===== src/rtl/odq_pkg.sv =====
// Shared types and constants for the ordered deque with search.
// Used by odq_ctrl, odq_datapath and ordered_deque_with_search.
package odq_pkg;

    localparam int DEPTH = 16;
    localparam int IDX_W = (DEPTH > 1) ? $clog2(DEPTH) : 1;
    localparam int LEN_W = $clog2(DEPTH + 1);
    // Wide enough to hold the raw match count and the saturation limit.
    localparam int SUM_W = (LEN_W > 5) ? LEN_W : 6;
    localparam int CNT_MAX = 31;

    typedef enum logic [2:0] {
        REQ_PUSH_BACK  = 3'd0,
        REQ_PUSH_FRONT = 3'd1,
        REQ_POP_FRONT  = 3'd2,
        REQ_POP_BACK   = 3'd3,
        REQ_DELETE     = 3'd4,
        REQ_COUNT      = 3'd5,
        REQ_READ       = 3'd6
    } req_t;

    typedef enum logic [1:0] {
        ST_OK    = 2'd0,
        ST_FULL  = 2'd1,
        ST_EMPTY = 2'd2
    } status_t;

    typedef enum logic {
        S_IDLE   = 1'b0,
        S_FINISH = 1'b1
    } state_t;

    typedef struct packed {
        logic accept;
        logic finish;
    } odq_cmd_t;

endpackage


===== src/rtl/ordered_deque_with_search.sv =====
// Ordered deque with search, top level: controller plus datapath.
// Depends on odq_pkg, odq_ctrl and odq_datapath.
//
// Holds up to DEPTH (16) signed words, front at position 0, and serves one
// request at a time: push or pop at either end, delete the first entry equal
// to a value, count entries equal to a value, or read a position. Each
// request gives exactly one result. The accept edge registers the request and
// compares every entry against the value in parallel; the finishing edge
// updates the store through a one-place shift network and loads the result
// register. The finishing edge waits while an earlier result is still untaken
// at the output, and a new request is taken in the cycle after a request
// finishes. Pushes into a full store are dropped with status full; pops from
// an empty store change nothing and report status empty.
module ordered_deque_with_search import odq_pkg::*; (
    input  logic               clk,
    input  logic               rst_n,
    input  logic               in_valid,
    output logic               in_stall,
    input  logic [2:0]         req_type,
    input  logic signed [31:0] value,
    input  logic [7:0]         position,
    output logic               out_valid,
    input  logic               out_stall,
    output logic signed [31:0] read_value,
    output logic [4:0]         match_count,
    output logic               hit,
    output logic [1:0]         status
);

    odq_cmd_t cmd;

    odq_ctrl u_ctrl (
        .clk       (clk),
        .rst_n     (rst_n),
        .in_valid  (in_valid),
        .in_stall  (in_stall),
        .out_valid (out_valid),
        .out_stall (out_stall),
        .cmd       (cmd)
    );

    odq_datapath u_datapath (
        .clk         (clk),
        .rst_n       (rst_n),
        .cmd         (cmd),
        .req_type    (req_type),
        .value       (value),
        .position    (position),
        .read_value  (read_value),
        .match_count (match_count),
        .hit         (hit),
        .status      (status)
    );

endmodule


===== src/rtl/odq_ctrl.sv =====
// Controller for the ordered deque: request sequencing and result valid.
// Depends on odq_pkg.
module odq_ctrl import odq_pkg::*; (
    input  logic     clk,
    input  logic     rst_n,
    input  logic     in_valid,
    output logic     in_stall,
    output logic     out_valid,
    input  logic     out_stall,
    output odq_cmd_t cmd
);

    state_t state_reg, state_next;
    logic   out_valid_reg, out_valid_next;

    always_ff @(posedge clk or negedge rst_n)
    begin
        if (!rst_n)
        begin
            state_reg     <= S_IDLE;
            out_valid_reg <= 1'b0;
        end
        else
        begin
            state_reg     <= state_next;
            out_valid_reg <= out_valid_next;
        end
    end

    always_comb
    begin
        state_next = state_reg;
        cmd        = '0;
        in_stall   = 1'b1;
        unique case (state_reg)
            S_IDLE:
            begin
                in_stall = 1'b0;
                if (in_valid)
                begin
                    cmd.accept = 1'b1;
                    state_next = S_FINISH;
                end
            end
            S_FINISH:
            begin
                // hold until the result register is free
                if (!out_valid_reg || !out_stall)
                begin
                    cmd.finish = 1'b1;
                    state_next = S_IDLE;
                end
            end
            default:
            begin
                state_next = S_IDLE;
            end
        endcase
        out_valid_next = cmd.finish || (out_valid_reg && out_stall);
    end

    assign out_valid = out_valid_reg;

    a_finish_gives_result: assert property (@(posedge clk) disable iff (!rst_n)
        cmd.finish |=> out_valid_reg)
        else $error("finished request did not raise out_valid");

    a_accept_blocks_next: assert property (@(posedge clk) disable iff (!rst_n)
        cmd.accept |=> in_stall)
        else $error("new request taken while one is in flight");

    a_wait_on_full_output: assert property (@(posedge clk) disable iff (!rst_n)
        (state_reg == S_FINISH && out_valid_reg && out_stall) |=> state_reg == S_FINISH)
        else $error("request finished over an untaken result");

endmodule


===== src/rtl/odq_datapath.sv =====
// Datapath for the ordered deque: entry store, length, compare vector,
// shift network and result register. Depends on odq_pkg.
module odq_datapath import odq_pkg::*; (
    input  logic               clk,
    input  logic               rst_n,
    input  odq_cmd_t           cmd,
    input  logic [2:0]         req_type,
    input  logic signed [31:0] value,
    input  logic [7:0]         position,
    output logic signed [31:0] read_value,
    output logic [4:0]         match_count,
    output logic               hit,
    output logic [1:0]         status
);

    logic [31:0]      entries_reg [DEPTH];
    logic [LEN_W-1:0] len_reg, len_next;
    logic [2:0]       req_reg;
    logic [31:0]      val_reg;
    logic [7:0]       pos_reg;
    logic [DEPTH-1:0] match_reg;

    logic signed [31:0] read_value_reg, read_value_next;
    logic [4:0]         match_count_reg, match_count_next;
    logic               hit_reg, hit_next;
    logic [1:0]         status_reg, status_next;

    logic [DEPTH-1:0] at_or_after;
    logic [SUM_W-1:0] cnt_sum;
    logic             any_match;
    logic             full;
    logic             empty;
    logic             pos_in;

    assign full      = (len_reg == LEN_W'(DEPTH));
    assign empty     = (len_reg == '0);
    assign any_match = |match_reg;
    assign pos_in    = (9'(pos_reg) < 9'(len_reg));

    // Registered request and compare vector, taken at accept.
    always_ff @(posedge clk)
    begin
        if (cmd.accept)
        begin
            req_reg <= req_type;
            val_reg <= value;
            pos_reg <= position;
            for (int i = 0; i < DEPTH; i++)
            begin
                match_reg[i] <= (entries_reg[i] == value) && (LEN_W'(i) < len_reg);
            end
        end
    end

    // Shift mask for delete and the match count.
    always_comb
    begin
        at_or_after[0] = match_reg[0];
        for (int i = 1; i < DEPTH; i++)
        begin
            at_or_after[i] = at_or_after[i-1] | match_reg[i];
        end
        cnt_sum = '0;
        for (int i = 0; i < DEPTH; i++)
        begin
            cnt_sum = cnt_sum + SUM_W'(match_reg[i]);
        end
    end

    always_comb
    begin
        len_next         = len_reg;
        read_value_next  = '0;
        match_count_next = '0;
        hit_next         = 1'b0;
        status_next      = ST_OK;
        priority case (req_reg)
            REQ_PUSH_BACK, REQ_PUSH_FRONT:
            begin
                if (full)
                    status_next = ST_FULL;
                else
                    len_next = len_reg + LEN_W'(1);
            end
            REQ_POP_FRONT, REQ_POP_BACK:
            begin
                if (empty)
                    status_next = ST_EMPTY;
                else
                    len_next = len_reg - LEN_W'(1);
            end
            REQ_DELETE:
            begin
                hit_next = any_match;
                if (any_match)
                    len_next = len_reg - LEN_W'(1);
            end
            REQ_COUNT:
            begin
                if (cnt_sum > SUM_W'(CNT_MAX))
                    match_count_next = 5'(CNT_MAX);
                else
                    match_count_next = cnt_sum[4:0];
            end
            REQ_READ:
            begin
                hit_next = pos_in;
                if (pos_in)
                    read_value_next = entries_reg[pos_reg[IDX_W-1:0]];
                else
                    read_value_next = -32'sd1;
            end
            default:
            begin
                len_next = len_reg;
            end
        endcase
    end

    always_ff @(posedge clk or negedge rst_n)
    begin
        if (!rst_n)
            len_reg <= '0;
        else if (cmd.finish)
            len_reg <= len_next;
    end

    // Store update: write at the back, or shift the line one place (from the first match onward for delete).
    always_ff @(posedge clk)
    begin
        if (cmd.finish)
        begin
            priority case (req_reg)
                REQ_PUSH_BACK:
                begin
                    if (!full)
                        entries_reg[len_reg[IDX_W-1:0]] <= val_reg;
                end
                REQ_PUSH_FRONT:
                begin
                    if (!full)
                    begin
                        for (int i = 1; i < DEPTH; i++)
                            entries_reg[i] <= entries_reg[i-1];
                        entries_reg[0] <= val_reg;
                    end
                end
                REQ_POP_FRONT:
                begin
                    if (!empty)
                        for (int i = 0; i < DEPTH - 1; i++)
                            entries_reg[i] <= entries_reg[i+1];
                end
                REQ_DELETE:
                begin
                    // close the gap from the first match onward
                    for (int i = 0; i < DEPTH - 1; i++)
                        if (at_or_after[i])
                            entries_reg[i] <= entries_reg[i+1];
                end
                default:
                begin
                end
            endcase
        end
    end

    always_ff @(posedge clk)
    begin
        if (cmd.finish)
        begin
            read_value_reg  <= read_value_next;
            match_count_reg <= match_count_next;
            hit_reg         <= hit_next;
            status_reg      <= status_next;
        end
    end

    assign read_value  = read_value_reg;
    assign match_count = match_count_reg;
    assign hit         = hit_reg;
    assign status      = status_reg;

    a_len_bounded: assert property (@(posedge clk) disable iff (!rst_n)
        len_reg <= LEN_W'(DEPTH))
        else $error("length beyond capacity");

    a_full_push_dropped: assert property (@(posedge clk) disable iff (!rst_n)
        (cmd.finish && full && (req_reg == REQ_PUSH_BACK || req_reg == REQ_PUSH_FRONT))
        |=> (len_reg == LEN_W'(DEPTH)) && (status_reg == ST_FULL))
        else $error("push into a full store was not dropped");

    a_delete_shrinks: assert property (@(posedge clk) disable iff (!rst_n)
        (cmd.finish && req_reg == REQ_DELETE && any_match)
        |=> (len_reg == $past(len_reg) - LEN_W'(1)) && hit_reg)
        else $error("delete hit did not remove one entry");

endmodule

===== config.mk =====
export PLATFORM = sky130hd
export DESIGN_NAME = ordered_deque_with_search
export DESIGN_NICKNAME = d
export VERILOG_FILES = /design/src/rtl/odq_pkg.sv /design/src/rtl/ordered_deque_with_search.sv /design/src/rtl/odq_ctrl.sv /design/src/rtl/odq_datapath.sv
export SDC_FILE = /design/constraint.sdc
export NUM_CORES = 2
export LEC_CHECK = 0
export BUFFER_PORTS_ARGS = -buffer_cell sky130_fd_sc_hd__buf_2
export CAP_MARGIN = 20
export CORE_MARGIN = 8
export CORE_UTILIZATION = 50
export CTS_CLUSTER_SIZE = 14
export DETAILED_ROUTE_END_ITERATION = 8
export HOLD_SLACK_MARGIN = 0.1
export PLACE_DENSITY_LB_ADDON = 0.3
export SETUP_SLACK_MARGIN = 0.3
export SLEW_MARGIN = 20
export SYNTH_ARGS = -nofsm -noshare
export SYNTH_HDL_FRONTEND = slang
export SYNTH_SLANG_ARGS = --single-unit

===== constraint.sdc =====
create_clock -name clk -period 4.79 [get_ports clk]
set_clock_uncertainty 0.2 [all_clocks]
set_input_delay 0.2395 -clock clk [delete_from_list [all_inputs] [get_ports clk]]
set_output_delay 0.2395 -clock clk [all_outputs]
set_load 0.1 [all_outputs]

==> results.toml <==
[clocking]
cts_buffer_depth = 3
cts_sinks = 622
cts_resized = 0
h-tree-depth = 3
cts_tree = "done"
insertion_delay_ps = 640
root_buffer = "clkbuf_16"
clkTransAtPathRegs_ps = 60
cts_made_buffers = 73

[yosys]
synth_compound_area_share_pct = 14.2
synth_area_leaders = "edfxtp_1, mux4_2, xor2_1"
synth_seq_cells = 622
synth_async_sr_flop_share_pct = 1.13
synth_edf_count = 611
synthCells = 3356
synthAdderAreaFrac_pct = 1.06
yosysWarnings = 0
synth_top_family_by_area = "compound AO/OA/AOI/OAI gates"
dominantRegCellSynth = "edfxtp_1"
muxShareOfSynthArea_pct = 8.77
synth_xor_xnor_area_share_pct = 12.0
synth_top_area_share_pct = 48.6
syn-cell-area_um2 = 37700
syn_avg_cell_area_um2 = 11.2
synth_area_leader_cell = "edfxtp_1"
yosys.area_share.simple_pct = 10.8
synth_nets = 3429
ys_seq_area_share_pct = 49.3
yosysUniqueCellTypes = 61

[die]
chipHeight_um = 291
die_w_um = 291
start_util_pct = 50.6
ios = 89
dieArea_um2 = 84500
num_rows = 100
core_area_um2 = 74600

[routing]
via_per_inst = 7.48
avgRoutedWirePerCell_um = 41.7
drc = 0
drtIter0Drc = 6347
drt_pass1_iterations = 8
routed_wl_mm = 182
antenna_left = 0
vias = 32667

[final_layout]
synthToLayoutAreaGrowth_pct = 11.2
final_common_cell = "edfxtp_1"
nFillCells = 6297
layout-drive-gt1-share_pct = 14.4
nNetsFinal = 3410
fin_util_pct = 56.3
layout_common_cells = "edfxtp_1, nor2_1, nand2_1, xor2_1, a31oi_1"
instances_no_fill = 4366
largest_register_ffs = 512

[grt]
grt_max_degree = 172
met1_usage_pct = 53.2
grt_busiest_layer = "met2"
antenna_found_initial = 15
grt_usage_pct = 41.6
met2_usage_pct = 60.5
first_global_vias = 29302
grt_use_met3_pct = 15.7
grt_pass1_wl_mm = 248
grt_overflow = 0

[timing]
min_period_ps = 4100
setup_tns_ps = 0
rsz0062_at_grt = "false"
drv_slew = 0
relSlewSlack_pct = 12.6
finalSetupViolCount = 0
timing.fmax_mhz = 244
fin_crit_sh_pct = 85.6
hold_violations = 0
whs_ps = 129
worstMarginPinSlew_ps = 1310

[worst_setup_path]
path_cells = "inv_1, ha_1, inv_1, fa_1, fa_1, fa_1, fa_1, fa_1, inv_1, fa_1, xnor2_1, nor2_1"
cp_slowest_stage_delay_ps = 510
r2r-end = "u_datapath.match_count[2]$_SDFFCE_PP0P_"
cp_max_fo = 2
reg2reg_depth = 12
cpMaxStageDelayCell = "fa_1"
reg2reg_setup_slack_ps = 690
worstSetupEndpointType = "flop"
start_kind = "flop"
worstReg2RegStart = "u_datapath.match_reg[0]$_DFFE_PP_"
cp.required_ps = 4970
critPathKind = "reg -> reg"
cp_data_arrival_time_ps = 4280
crit_path_frequent_cell = "fa_1"

[power_and_ir_drop]
p_int_mw = 14.2
p_clk_share_pct = 21.8
power_density_nw_per_um2 = 600
p_comb_share_pct = 40.1
share_seq_of_total_power_pct = 38.1
ir_drop_mv = 0.425
p_sw_share_pct = 43.5
switching_power_mw = 10.9
power.leakage_nw = 14.3

[worst_hold_path]
hold_depth = 2
worstHoldStart = "req_type[2]"
hold_path_class = "in -> reg"
min_to = "u_datapath.req_reg[2]$_DFFE_PP_"

[place]
dp.cells = 4183
place_congestion = 1.12
numPortBuffers = 88
dp.final_hpwl_mm = 129

[run_status]
outcome = "finished clean"

[flow_run]
drv_cap = 0
how the worst max path moves through the flow:
stage,endpoint,depth (start not counted),startpoint,slack (ps)
floorplan,u_datapath.entries_reg[14][0]$_DFFE_PP_,7,u_ctrl.state_reg$_DFF_PN0_,370
finish,u_datapath.match_count[2]$_SDFFCE_PP0P_,12,u_datapath.match_reg[0]$_DFFE_PP_,690
global placement,u_datapath.match_count[1]$_SDFFCE_PP0P_,12,u_datapath.match_reg[0]$_DFFE_PP_,740
global route,u_datapath.match_count[2]$_SDFFCE_PP0P_,12,u_datapath.match_reg[0]$_DFFE_PP_,580
detailed placement,u_datapath.match_count[2]$_SDFFCE_PP0P_,12,u_datapath.match_reg[0]$_DFFE_PP_,720
CTS,u_datapath.match_count[2]$_SDFFCE_PP0P_,12,u_datapath.match_reg[0]$_DFFE_PP_,700
logic make-up (layout without fill, tap and decap cells):
logic type,Yosys count,after routing
AND/OR/NAND/NOR,933,933
multiplexers,166,166
other,0,6
adder cells (fa/ha/maj),26,26
flip-flops,622,622
AO/OA/AOI/OAI,737,737
buffers and inverters,354,389
XOR/XNOR,518,518
layout make-up:
| class | instances | area [um2] | area share, % |
|---|---|---|---|
| clock buffers | 93 | 1940 | 4.63 |
| well taps | 969 | 1210 | 2.89 |
| clock inverters | 36 | 299 | 0.713 |
| flip-flops and latches | 622 | 18600 | 44.4 |
| diodes | 6 | 15.0 | 0.0358 |
| repair buffers | 226 | 1840 | 4.38 |
| inverters | 34 | 131 | 0.313 |
| multi-input cells | 2380 | 17900 | 42.7 |
synth_stat cells (all sizes together) (2+ instances only):
cell type / number
nand3: 22
mux2i: 2
nor2: 369
a22oi: 65
nand2b: 3
nand2: 339
a21oi: 120
o22ai: 64
or3: 3
xnor2: 191
nand4: 59
a21o: 35
a2bb2oi: 32
and3: 2
dfrtp: 7
and2: 4
a211o: 6
o2111ai: 2
clkbuf: 212
edfxtp: 611
mux4: 128
fa: 10
nor2b: 5
mux2: 36
inv: 34
or4: 4
o21ai: 15
a2111o: 2
nor3b: 3
o211a: 2
a31oi: 220
nor4: 94
a2111oi: 6
buf: 108
nor3: 22
xor2: 327
dfxtp: 4
o21a: 2
a221o: 162
ha: 16
metrics by stage:
stage	power, mW	instance area [um2]	setup WS [ps]
2_1_floorplan	15.1	37700	365
3_3_place_gp	19.1	39200	741
3_5_place_dp	19.2	39200	717
4_1_cts	24.6	41900	697
5_1_grt	25.5	41900	580
6_report	25.2	42000	690
per-layer routing:
layer / up-vias / share of wire, %
met1: 15968 / 35
met3: 570 / 16
met2: 3398 / 42
met5: - / 0.033
li1: 12721 / -
met4: 10 / 7.3
critical path, delay by kind of cell (launching register included):
family / cells / cell delay [ps]
XOR/XNOR: 1 / 180
adder cells (fa/ha/maj): 7 / 2740
buffers and inverters: 3 / 270
flip-flops: 1 / 400
AND/OR/NAND/NOR: 1 / 50
power by group through the flow:
stage               logic, mW  registers [mW]  clock network [mW]
floorplan                5.36            9.72                   0
global placement         9.56            9.55                   0
detailed placement       9.62            9.56                   0
CTS                      9.70            9.46                5.48
global route             10.3            9.62                5.65
finish                   10.1            9.58                5.50
repair_timing:
| item | 4_1_cts | 5_1_grt |
|---|---|---|
| hold endpoints to repair | 70 | 0 |
| hold buffers | 47 | 0 |
| buffers inserted | 0 | 0 |
(Power assumes the default switching activity.)
